## src/stu_pkg.sv

```systemverilog
// types, character codes and helpers shared by the script tokenizer
`timescale 1ns / 1ps
`default_nettype none

package stu_pkg;

  // scan mode, one-hot
  typedef enum logic [5:0] {
    MODE_IDLE    = 6'b000001,
    MODE_SLASH   = 6'b000010,
    MODE_COMMENT = 6'b000100,
    MODE_QSTART  = 6'b001000,
    MODE_QBODY   = 6'b010000,
    MODE_WORD    = 6'b100000
  } scan_mode_e;

  // token kinds
  localparam logic [1:0] KIND_WORD  = 2'd0;
  localparam logic [1:0] KIND_QUOTE = 2'd1;
  localparam logic [1:0] KIND_PUNCT = 2'd2;

  // character codes
  localparam logic [7:0] CH_NUL    = 8'h00;
  localparam logic [7:0] CH_NL     = 8'h0A;
  localparam logic [7:0] CH_SPACE  = 8'h20;
  localparam logic [7:0] CH_DQUOTE = 8'h22;
  localparam logic [7:0] CH_APOS   = 8'h27;
  localparam logic [7:0] CH_LPAREN = 8'h28;
  localparam logic [7:0] CH_RPAREN = 8'h29;
  localparam logic [7:0] CH_SLASH  = 8'h2F;
  localparam logic [7:0] CH_COLON  = 8'h3A;
  localparam logic [7:0] CH_LBRACE = 8'h7B;
  localparam logic [7:0] CH_RBRACE = 8'h7D;

  // one result item
  typedef struct packed {
    logic       has_char;
    logic [7:0] token_char;
    logic       token_first;
    logic       token_last;
    logic [1:0] token_kind;
    logic       end_of_text;
    logic       last_result;
  } tok_result_t;

  function automatic logic is_punct(input logic [7:0] c);
    return (c == CH_LBRACE) || (c == CH_RBRACE) || (c == CH_LPAREN) ||
           (c == CH_RPAREN) || (c == CH_APOS) || (c == CH_COLON);
  endfunction

  // space, control codes and the upper half count as whitespace
  function automatic logic is_space(input logic [7:0] c);
    return (c <= CH_SPACE) || c[7];
  endfunction

  function automatic tok_result_t make_result(
    input logic       has,
    input logic [7:0] ch,
    input logic       first,
    input logic       last,
    input logic [1:0] kind,
    input logic       eot
  );
    tok_result_t r;
    r.has_char    = has;
    r.token_char  = ch;
    r.token_first = first;
    r.token_last  = last;
    r.token_kind  = kind;
    r.end_of_text = eot;
    r.last_result = 1'b0;
    return r;
  endfunction

endpackage

`default_nettype wire

```

## src/script_tokenizer_unit.sv

```systemverilog
// streaming tokenizer: one text byte in, up to two token results out
`timescale 1ns / 1ps
`default_nettype none

// Takes one text byte per transaction and returns token characters with first/last
// marks, kind, end-of-text and a last-result flag. The byte is decoded against a
// small one-hot scan mode register in the same cycle it is accepted, and its zero,
// one or two results go into a four-entry result queue. A byte is accepted in any
// cycle in which the queue has room for two results, so bytes stream at one per
// cycle; the output side delivers one result per cycle while out_stall_i is low,
// so a run of bytes that each make two results (a word closed by punctuation, a
// held slash followed by a word or punctuation character) is paced by the queue.
// Results reach the output no earlier than the cycle after their byte is accepted.
module script_tokenizer_unit
  import stu_pkg::*;
(
  input  wire logic       clk_i,
  input  wire logic       rst_ni,
  input  wire logic       in_valid_i,
  output logic            in_stall_o,
  input  wire logic [7:0] in_char_i,
  output logic            out_valid_o,
  input  wire logic       out_stall_i,
  output logic            has_char_o,
  output logic [7:0]      token_char_o,
  output logic            token_first_o,
  output logic            token_last_o,
  output logic [1:0]      token_kind_o,
  output logic            end_of_text_o,
  output logic            last_result_o
);

  scan_mode_e  mode_q, mode_d;
  tok_result_t res0, res1;
  logic [1:0]  res_cnt;

  tok_result_t fifo_q [4];
  logic [1:0]  wr_ptr_q, rd_ptr_q;
  logic [2:0]  count_q, count_d;
  logic        in_acc, out_acc;

  assign in_acc  = in_valid_i && !in_stall_o;
  assign out_acc = out_valid_o && !out_stall_i;

  // byte decode against the scan mode
  always_comb begin
    logic [7:0] c;
    tok_result_t w_close;
    c       = in_char_i;
    res0    = make_result(1'b0, CH_NUL, 1'b0, 1'b0, KIND_WORD, 1'b0);
    res1    = res0;
    res_cnt = 2'd0;
    mode_d  = mode_q;
    w_close = make_result(1'b0, CH_NUL, 1'b0, 1'b1, KIND_WORD, 1'b0);
    unique case (mode_q)
      MODE_SLASH: begin
        if (c == CH_SLASH) begin
          mode_d = MODE_COMMENT;
        end else if (c == CH_NUL) begin
          res0    = make_result(1'b1, CH_SLASH, 1'b1, 1'b1, KIND_WORD, 1'b1);
          res_cnt = 2'd1;
          mode_d  = MODE_IDLE;
        end else if (is_punct(c)) begin
          res0    = make_result(1'b1, CH_SLASH, 1'b1, 1'b1, KIND_WORD, 1'b0);
          res1    = make_result(1'b1, c, 1'b1, 1'b1, KIND_PUNCT, 1'b0);
          res_cnt = 2'd2;
          mode_d  = MODE_IDLE;
        end else if (is_space(c)) begin
          res0    = make_result(1'b1, CH_SLASH, 1'b1, 1'b1, KIND_WORD, 1'b0);
          res_cnt = 2'd1;
          mode_d  = MODE_IDLE;
        end else begin
          res0    = make_result(1'b1, CH_SLASH, 1'b1, 1'b0, KIND_WORD, 1'b0);
          res1    = make_result(1'b1, c, 1'b0, 1'b0, KIND_WORD, 1'b0);
          res_cnt = 2'd2;
          mode_d  = MODE_WORD;
        end
      end
      MODE_COMMENT: begin
        if (c == CH_NUL) begin
          res0    = make_result(1'b0, CH_NUL, 1'b0, 1'b0, KIND_WORD, 1'b1);
          res_cnt = 2'd1;
          mode_d  = MODE_IDLE;
        end else if (c == CH_NL) begin
          mode_d = MODE_IDLE;
        end
      end
      MODE_QSTART, MODE_QBODY: begin
        if ((c == CH_DQUOTE) || (c == CH_NUL)) begin
          res0    = make_result(1'b0, CH_NUL, mode_q == MODE_QSTART, 1'b1, KIND_QUOTE,
                                c == CH_NUL);
          res_cnt = 2'd1;
          mode_d  = MODE_IDLE;
        end else begin
          res0    = make_result(1'b1, c, mode_q == MODE_QSTART, 1'b0, KIND_QUOTE, 1'b0);
          res_cnt = 2'd1;
          mode_d  = MODE_QBODY;
        end
      end
      MODE_WORD: begin
        res_cnt = 2'd1;
        if (c == CH_NUL) begin
          res0             = w_close;
          res0.end_of_text = 1'b1;
          mode_d           = MODE_IDLE;
        end else if (is_punct(c)) begin
          res0    = w_close;
          res1    = make_result(1'b1, c, 1'b1, 1'b1, KIND_PUNCT, 1'b0);
          res_cnt = 2'd2;
          mode_d  = MODE_IDLE;
        end else if (is_space(c)) begin
          res0   = w_close;
          mode_d = MODE_IDLE;
        end else begin
          res0 = make_result(1'b1, c, 1'b0, 1'b0, KIND_WORD, 1'b0);
        end
      end
      default: begin
        // idle between tokens; unused codes behave the same
        mode_d = MODE_IDLE;
        if (c == CH_NUL) begin
          res0    = make_result(1'b0, CH_NUL, 1'b0, 1'b0, KIND_WORD, 1'b1);
          res_cnt = 2'd1;
        end else if (is_space(c)) begin
          mode_d = MODE_IDLE;
        end else if (c == CH_SLASH) begin
          mode_d = MODE_SLASH;
        end else if (c == CH_DQUOTE) begin
          mode_d = MODE_QSTART;
        end else if (is_punct(c)) begin
          res0    = make_result(1'b1, c, 1'b1, 1'b1, KIND_PUNCT, 1'b0);
          res_cnt = 2'd1;
        end else begin
          res0    = make_result(1'b1, c, 1'b1, 1'b0, KIND_WORD, 1'b0);
          res_cnt = 2'd1;
          mode_d  = MODE_WORD;
        end
      end
    endcase
    // mark the last result of this byte
    if (res_cnt == 2'd2) begin
      res1.last_result = 1'b1;
    end else begin
      res0.last_result = 1'b1;
    end
  end

  // scan mode register
  always_ff @(posedge clk_i or negedge rst_ni) begin
    if (!rst_ni) begin
      mode_q <= MODE_IDLE;
    end else if (in_acc) begin
      mode_q <= mode_d;
    end
  end

  // result queue storage
  always_ff @(posedge clk_i) begin
    if (in_acc && (res_cnt != 2'd0)) begin
      fifo_q[wr_ptr_q] <= res0;
      if (res_cnt == 2'd2) begin
        fifo_q[wr_ptr_q + 2'd1] <= res1;
      end
    end
  end

  // result queue pointers and fill
  always_comb begin
    count_d = count_q - {2'b00, out_acc};
    if (in_acc) begin
      count_d = count_d + {1'b0, res_cnt};
    end
  end

  always_ff @(posedge clk_i or negedge rst_ni) begin
    if (!rst_ni) begin
      wr_ptr_q <= '0;
      rd_ptr_q <= '0;
      count_q  <= '0;
    end else begin
      if (in_acc) begin
        wr_ptr_q <= wr_ptr_q + res_cnt;
      end
      if (out_acc) begin
        rd_ptr_q <= rd_ptr_q + 2'd1;
      end
      count_q <= count_d;
    end
  end

  // take a byte only when two queue slots are free
  assign in_stall_o  = (count_q >= 3'd3);
  assign out_valid_o = (count_q != 3'd0);

  // output transaction fields
  always_comb begin
    tok_result_t head;
    head          = fifo_q[rd_ptr_q];
    has_char_o    = head.has_char;
    token_char_o  = head.token_char;
    token_first_o = head.token_first;
    token_last_o  = head.token_last;
    token_kind_o  = head.token_kind;
    end_of_text_o = head.end_of_text;
    last_result_o = head.last_result;
  end

endmodule

`default_nettype wire

```

## config.mk

```make
export PLATFORM = sky130hd
export DESIGN_NAME = script_tokenizer_unit
export DESIGN_NICKNAME = d
export VERILOG_FILES = /design/src/stu_pkg.sv /design/src/script_tokenizer_unit.sv
export SDC_FILE = /design/constraint.sdc
export NUM_CORES = 1
export LEC_CHECK = 0
export BUFFER_PORTS_ARGS = -buffer_cell sky130_fd_sc_hd__buf_4
export CAP_MARGIN = 20
export CORE_MARGIN = 10
export CORE_UTILIZATION = 55
export CTS_CLUSTER_SIZE = 25
export DETAILED_ROUTE_END_ITERATION = 10
export PLACE_DENSITY = 0.77
export SLEW_MARGIN = 20
export SYNTH_ARGS = -nofsm -noshare
export SYNTH_HDL_FRONTEND = slang
export SYNTH_SLANG_ARGS = --single-unit
```

## constraint.sdc

```tcl
create_clock -name clk_i -period 2.95 [get_ports clk_i]
set_input_delay 0.295 -clock clk_i [delete_from_list [all_inputs] [get_ports clk_i]]
set_output_delay 0.295 -clock clk_i [all_outputs]
set_load 0.02 [all_outputs]
```

==> flow_metrics.py, run 1 <==
metrics = {
    "layout": {
        "layout_common_cells": "buf_4, edfxtp_1, nand2_1",
        "layout_commonest_cell": "buf_4",
        "seqCellArea_sq_um": 2050,
        "filler_cell_count": 566,
        "final_nets": 430,
        "drive_gt1_share_pct": 26.3,
        "final_cell_area_sq_um": 4760,
        "multi_input_area_sq_um": 1910,
        "syn2layout_area_growth_pct": 15.5,
        "antenna_cells": 0,
    },
    "clock_tree": {
        "cts_tree": "yes",
        "insertion_delay_ps": 360,
        "cts_buffers": 9,
        "htreeDepth": 3,
        "cts-root-buf": "clkbuf_8",
        "cts_sinks": 73,
        "ctsLongestPathBuffers": 2,
        "clk_pin_slew_worst_paths_ps": 90,
    },
    "synthesis": {
        "synth_top_area_share_pct": 37.9,
        "yosys.area.top_type": "edfxtp_1",
        "yosysUniqueCellTypes": 67,
        "synthCells": 370,
        "synth_area_sq_um": 4120,
        "ys_seq_elements": 73,
        "netlist_top_cells_area": "edfxtp_1, mux4_2, dfrtp_1",
        "async_flop_share_pct": 17.8,
        "yosysWarnings": 0,
        "synth_edf_count": 52,
        "synth_top_flop_cell": "edfxtp_1",
        "syn_area_per_cell_sq_um": 11.1,
        "seq_area_frac_synth_pct": 49.7,
        "syn_nets": 387,
    },
    "worst_setup_path": {
        "critPathSlowestCell": "a2111oi_0",
        "rr_endpoint": "fifo_q[0][6]$_DFFE_PP_",
        "path_cells": "nor3_4 -> and2_1 -> o211ai_1 -> a2111oi_0 -> a21oi_2 -> o21ai_2 -> o21a_1",
        "reg2regPathDepth": 7,
        "crit_path_end_kind": "flip-flop",
        "r2r-start": "mode_q[3]$_DFFE_PN0P_",
        "worst_ep_arrival_time_ps": 3100,
        "critical_path_class": "flip-flop to flip-flop",
        "max_stage_delay_ps": 670,
        "worstPathRequired_ps": 3170,
        "cp_num_buf_inv": 0,
        "ff2ff_setup_slack_ps": 70,
        "path_delay_family": "compound AO/OA/AOI/OAI gates",
        "start_kind": "flip-flop",
        "cp_max_fo": 8,
    },
    "die": {
        "die_area_sq_um": 11400,
        "die_y_um": 107,
        "row_count": 31,
        "io_pins": 29,
        "floorplan.die.width_um": 107,
        "core_sq_um": 7250,
        "initial_utilization_pct": 56.8,
    },
    "timing": {
        "hold_viol_final": 0,
        "max_freq_mhz": 348,
        "fin_skew_ps": 14.1,
        "post-route-min-period_ps": 2880,
        "max_slew_margin_pct": 47.0,
        "rsz0062_at_grt": "true",
        "finalSetupViolCount": 0,
        "min_period_over_period_pct": 97.5,
        "tightest_slew_ps": 796,
        "whs_ps": 248,
        "maxSlewViolCount": 0,
    },
    "global_route": {
        "grt_usage_pct": 19.4,
        "grt_max_degree": 18,
        "grt_pass1_wl_um": 17700,
        "grt-ovfl-total": 0,
        "grt_pass1_vias": 3515,
        "antenna_found_initial": 0,
    },
    "power_and_ir_drop": {
        "leakage_nw": 1.69,
        "p_per_area_nw_per_um2": 779,
        "ir_drop_mv": 0.381,
    },
    "place": {
        "postPlaceCellArea_sq_um": 4540,
        "port_buffers": 28,
        "place.gp.congestion": 0.962,
        "place.detailed.hpwl_um": 8130,
    },
    "routing": {
        "avgRoutedWirePerCell_um": 21.3,
        "via_per_inst": 6.63,
        "first_pass_iters": 5,
        "drc": 0,
        "ant_nets": 0,
        "wirelength_um": 11000,
        "vias": 3429,
        "drtIter0Drc": 517,
    },
    "hold_path": {
        "hp-class": "input pin to flip-flop",
        "worstHoldEndpoint": "rd_ptr_q[0]$_DFFE_PN0P_",
        "holdPathStages": 3,
        "min-delay-start": "out_stall_i",
    },
    "job": {
        "maxCapViolCount": 0,
    },
    "run_status": {
        "status": "completed",
    },
}
-- logic make-up (layout without fill, tap and decap cells) --
| family | count (synthesis) | count (layout) | share of synthesized area (%) |
|---|---|---|---|
| AND/OR/NAND/NOR | 105 | 105 | 12.5 |
| AO/OA/AOI/OAI | 122 | 122 | 20.9 |
| XOR/XNOR | 11 | 11 | 2.34 |
| adder cells (fa/ha/maj) | 5 | 5 | 1.70 |
| flip-flops | 73 | 73 | 49.7 |
| multiplexers | 16 | 16 | 8.44 |
| buffers and inverters | 38 | 86 | 4.43 |
-- worst register-to-register path: stages (launching register included) --
cell	delay (ps)
dfrtp_1	480
nor3_4	270
and2_1	340
o211ai_1	330
a2111oi_0	670
a21oi_2	180
o21ai_2	280
o21a_1	200
-- synthesized netlist by cell type (3+ instances only) --
master	count
nand2_1	37
o21ai_0	21
o21ai_1	3
ha_1	4
edfxtp_1	52
mux4_2	15
dfrtp_1	12
xnor2_1	8
a21o_1	3
xor2_1	3
nor3_1	8
a31oi_1	3
o31ai_1	5
nand3_1	12
or3_1	4
o211ai_1	5
inv_1	11
a211oi_1	3
dfxtp_1	8
and3_1	3
buf_4	3
o21a_1	9
buf_2	11
a21oi_2	3
clkbuf_1	9
a21oi_1	14
nor2_1	22
o22ai_1	25
-- routing by layer --
layer  wire length [um]  part of all wire, %  up-vias  global-route usage [%]
met4                259                  2.4        0                    6.96
met2               5420                   49      218                    32.7
li1                   -                    -     1517                       -
met3                925                  8.4       31                    4.61
met1               4390                   40     1663                    23.9
met5                  0                    0        -                       0
-- metrics by stage --
step / worst slack (ps) / util [%] / TNS [ps] / std cells / total power [mW]
6_report: 73.4 / 65.7 / 0 / 517 / 3.71
5_1_grt: -8.10 / 65.7 / -16.2 / 517 / 3.88
4_1_cts: 78.3 / 65.2 / 0 / 515 / 3.69
3_5_place_dp: 50.5 / 62.6 / 0 / 498 / 2.97
3_3_place_gp: 182 / 62.6 / 0 / 498 / 2.91
2_1_floorplan: -213 / - / -5530 / 370 / 2.44
-- timing repair --
action / 4_1_cts / 5_1_grt
buffers inserted: 0 / 2
endpoints found under the setup margin: 0 / 57
hold buffers: 1 / 0
gates resized for setup: 0 / 5
endpoints found under the hold margin: 13 / 0
-- flip-flops by register name, summed over array words and instances (netlist names) --
signal,cells
wr_ptr_q,2
mode_q,6
count_q,3
fifo_q,60
rd_ptr_q,2
-- power by group --
group | leakage, nW | internal (mW) | switching [mW]
Sequential | 0.722 | 1.23 | 0.149
Clock | 0.0848 | 0.319 | 0.416
Combinational | 0.880 | 0.669 | 0.921
Total | 1.69 | 2.22 | 1.49
-- worst max path at each step --
stage	from	end	slack [ps]	cells past startpoint
floorplan	mode_q[1]$_DFFE_PN0P_	fifo_q[1][0]$_DFFE_PP_	-210	6
global placement	mode_q[1]$_DFFE_PN0P_	fifo_q[1][7]$_DFFE_PP_	180	6
detailed placement	in_char_i[1]	count_q[2]$_DFF_PN0_	50	12
CTS	mode_q[1]$_DFFE_PN0P_	count_q[1]$_DFF_PN0_	80	8
global route	mode_q[1]$_DFFE_PN0P_	count_q[1]$_DFF_PN0_	-8	8
finish	mode_q[3]$_DFFE_PN0P_	fifo_q[0][6]$_DFFE_PP_	70	7
-- layout make-up --
cell class                 count  area share, %
sequential                    73           43.0
clock buffer                   9           2.60
timing repair buffer          59           9.62
multi-input combinational    259           40.0
tap                           99           2.60
inverter                      11          0.867
clock inverter                 7           1.26
Note: power is estimated with default switching activity, not from simulation.
==> run 2: changes to the inputs <==
--- a/config.mk
+++ b/config.mk
@@ -5,13 +5,13 @@
 export SDC_FILE = /design/constraint.sdc
 export NUM_CORES = 1
 export LEC_CHECK = 0
-export BUFFER_PORTS_ARGS = -buffer_cell sky130_fd_sc_hd__buf_4
 export CAP_MARGIN = 20
 export CORE_MARGIN = 10
 export CORE_UTILIZATION = 55
 export CTS_CLUSTER_SIZE = 25
 export DETAILED_ROUTE_END_ITERATION = 10
-export PLACE_DENSITY = 0.77
+export DONT_BUFFER_PORTS = 1
+export PLACE_DENSITY = 0.73
 export SLEW_MARGIN = 20
 export SYNTH_ARGS = -nofsm -noshare
 export SYNTH_HDL_FRONTEND = slang
==> run 2 against run 1 <==
  * Register-to-register slack improved by 70 ps
  * Total power decreased by 5.7%
  * Clock skew decreased by 6.2 ps
  * Fmax is 2.5% higher
  * Final area down 5.6%
  * Flip-flop and latch count unchanged
  * Global-route usage is 0.75 points lower
  * Combinational power down 13%
  * Final cell count fell by 6.4%
  * Die area stayed put
  * Setup slack better by 69 ps
  * Critical endpoint is now fifo_q[3][4]$_DFFE_PP_
  * Highest routed layer unchanged
==> flow_metrics.py, run 2 (same netlist as run 1, synthesis figures left out) <==
metrics = {
    "run_status": {
        "status": "completed",
    },
    "timing": {
        "post-route-min-period_ps": 2810,
        "fin_tns_setup_ps": 0,
        "max_freq_mhz": 356,
        "fin_skew_ps": 7.85,
        "tightest_slew_ps": 730,
        "finalSetupViolCount": 0,
        "maxSlewViolCount": 0,
        "min_period_over_period_pct": 95.2,
        "max_slew_margin_pct": 51.4,
        "hold_viol_final": 0,
        "rsz0062_at_grt": "false",
    },
    "power_and_ir_drop": {
        "p_sw_mw": 1.43,
        "clockPowerShare_pct": 21.2,
        "seqPwrFrac_pct": 39.4,
        "p_sw_share_pct": 40.8,
        "p_int_mw": 2.07,
        "pwr-share-comb_pct": 39.4,
        "p_per_area_nw_per_um2": 778,
        "ir_drop_mv": 0.348,
        "leakage_nw": 1.52,
    },
    "job": {
        "maxCapViolCount": 0,
    },
    "die": {
        "initial_utilization_pct": 56.8,
        "die_y_um": 107,
        "core_sq_um": 7250,
        "io_pins": 29,
        "row_count": 31,
        "floorplan.die.width_um": 107,
        "die_area_sq_um": 11400,
    },
    "routing": {
        "first_pass_iters": 6,
        "vias": 3190,
        "via_per_inst": 6.59,
        "drtIter0Drc": 524,
        "ant_nets": 0,
        "drc": 0,
        "wirelength_um": 10600,
        "avgRoutedWirePerCell_um": 21.9,
    },
    "worst_setup_path": {
        "crit_path_end": "fifo_q[3][4]$_DFFE_PP_",
        "cp_max_fo": 11,
        "ff2ff_setup_slack_ps": 140,
        "max_stage_delay_ps": 490,
        "path_cells": "or3_1 -> o311a_1 -> a211o_4 -> a21oi_4 -> or2_1 -> o22ai_1",
        "crit_path_start": "mode_q[1]$_DFFE_PN0P_",
        "worst_ep_arrival_time_ps": 2890,
        "critPathSlowestCell": "or2_1",
        "reg2regPathDepth": 6,
        "worstPathRequired_ps": 3030,
        "critical_path_class": "flip-flop to flip-flop",
        "r2r-start": "mode_q[1]$_DFFE_PN0P_",
        "crit_path_end_kind": "flip-flop",
        "start_kind": "flip-flop",
        "rr_endpoint": "fifo_q[3][4]$_DFFE_PP_",
    },
    "global_route": {
        "grt_usage_pct": 18.7,
        "grt_max_degree": 18,
        "antenna_found_initial": 0,
        "grt_pass1_vias": 3042,
        "grt_pass1_wl_um": 16600,
        "grt-ovfl-total": 0,
    },
    "layout": {
        "antenna_cells": 0,
        "final_cell_area_sq_um": 4490,
        "post-route-util_pct": 61.9,
        "layout_common_cells": "edfxtp_1, nand2_1, o22ai_1, buf_4, nor2_1",
        "top_register": "fifo_q",
        "final_nets": 397,
        "largestRegisters": "fifo_q (60), mode_q (6), count_q (3)",
        "syn2layout_area_growth_pct": 8.98,
        "layout_commonest_cell": "edfxtp_1",
        "drive_gt1_share_pct": 19.7,
        "largest_register_ffs": 60,
    },
    "clock_tree": {
        "insertion_delay_ps": 360,
        "cts-root-buf": "clkbuf_8",
        "htreeDepth": 3,
        "cts_buffers": 9,
        "cts_sinks": 73,
        "clk_pin_slew_worst_paths_ps": 80,
        "ctsLongestPathBuffers": 2,
        "cts_tree": "yes",
    },
    "place": {
        "port_buffers": 0,
        "place.detailed.hpwl_um": 8030,
        "place.gp.congestion": 0.902,
        "postPlaceCellArea_sq_um": 4290,
    },
    "hold_path": {
        "hp-class": "input pin to flip-flop",
    },
}
[run 2: changes by cell type in the layout (fill, tap and decap cells not counted), sizes merged]
cell and delta:
clkinv +1, clkinvlp -1, buf -33
[run 2: worst max-delay path: cells and delay by family (launching register included)]
family / cells / cell delay, ps
AOI/OAI and AO/OA: 4 / 1200
and+or+nand+nor: 2 / 920
DFF: 1 / 420
[run 2: worst min path at each step]
stage | startpoint | slack (ps) | cells past startpoint | endpoint
2_1_floorplan | rst_ni | -0.6 | 0 | count_q[0]$_DFF_PN0_
3_3_place_gp | rst_ni | 0.08 | 0 | mode_q[5]$_DFFE_PN0P_
3_5_place_dp | rst_ni | 0.01 | 0 | mode_q[4]$_DFFE_PN0P_
4_1_cts | in_char_i[1] | 120 | 1 | fifo_q[0][7]$_DFFE_PP_
5_1_grt | in_char_i[1] | 120 | 1 | fifo_q[0][7]$_DFFE_PP_
6_report | in_char_i[1] | 130 | 1 | fifo_q[0][7]$_DFFE_PP_
[run 2: area by class of cell]
| class | instances | area [sq um] |
|---|---|---|
| clock buffer | 9 | 124 |
| fill | 596 | 2760 |
| multi-input combinational | 259 | 1900 |
| timing repair buffer | 26 | 198 |
| inverter | 11 | 41.3 |
| tap | 99 | 124 |
| sequential | 73 | 2050 |
| clock inverter | 7 | 61.3 |
[run 2: power by group through the flow]
stage                     Clock (mW)  Sequential, mW  Combinational, mW
after detailed placement           0            1.40               1.37
after global routing           0.778            1.40               1.48
after floorplan                    0            1.29               1.14
after global placement             0            1.39               1.32
final                          0.742            1.38               1.38
after CTS                      0.742            1.38               1.38
[run 2: what timing repair did]
action	in CTS	in global routing
setup endpoints to repair	0	17
buffers inserted	0	1
resized for setup	0	3
endpoints found under the hold margin	13	0
hold buffers	1	0
[run 2: routing by layer]
metal	global-route usage [%]	vias up	part of all wire, %
li1	-	1451	-
met1	24.3	1551	41
met2	30.9	169	50
met3	2.93	19	7.8
met4	6.67	0	1.7
met5	0	-	0
[run 2: per-stage QoR]
step                power [mW]  instances  setup WS, ps  hold slack, ps
floorplan                 2.44        370          -213          -0.591
global placement          2.71        466           157          0.0804
detailed placement        2.77        466          56.6          0.0139
CTS                       3.49        483          36.0             123
global route              3.66        484          23.2             118
finish                    3.50        484           142             130
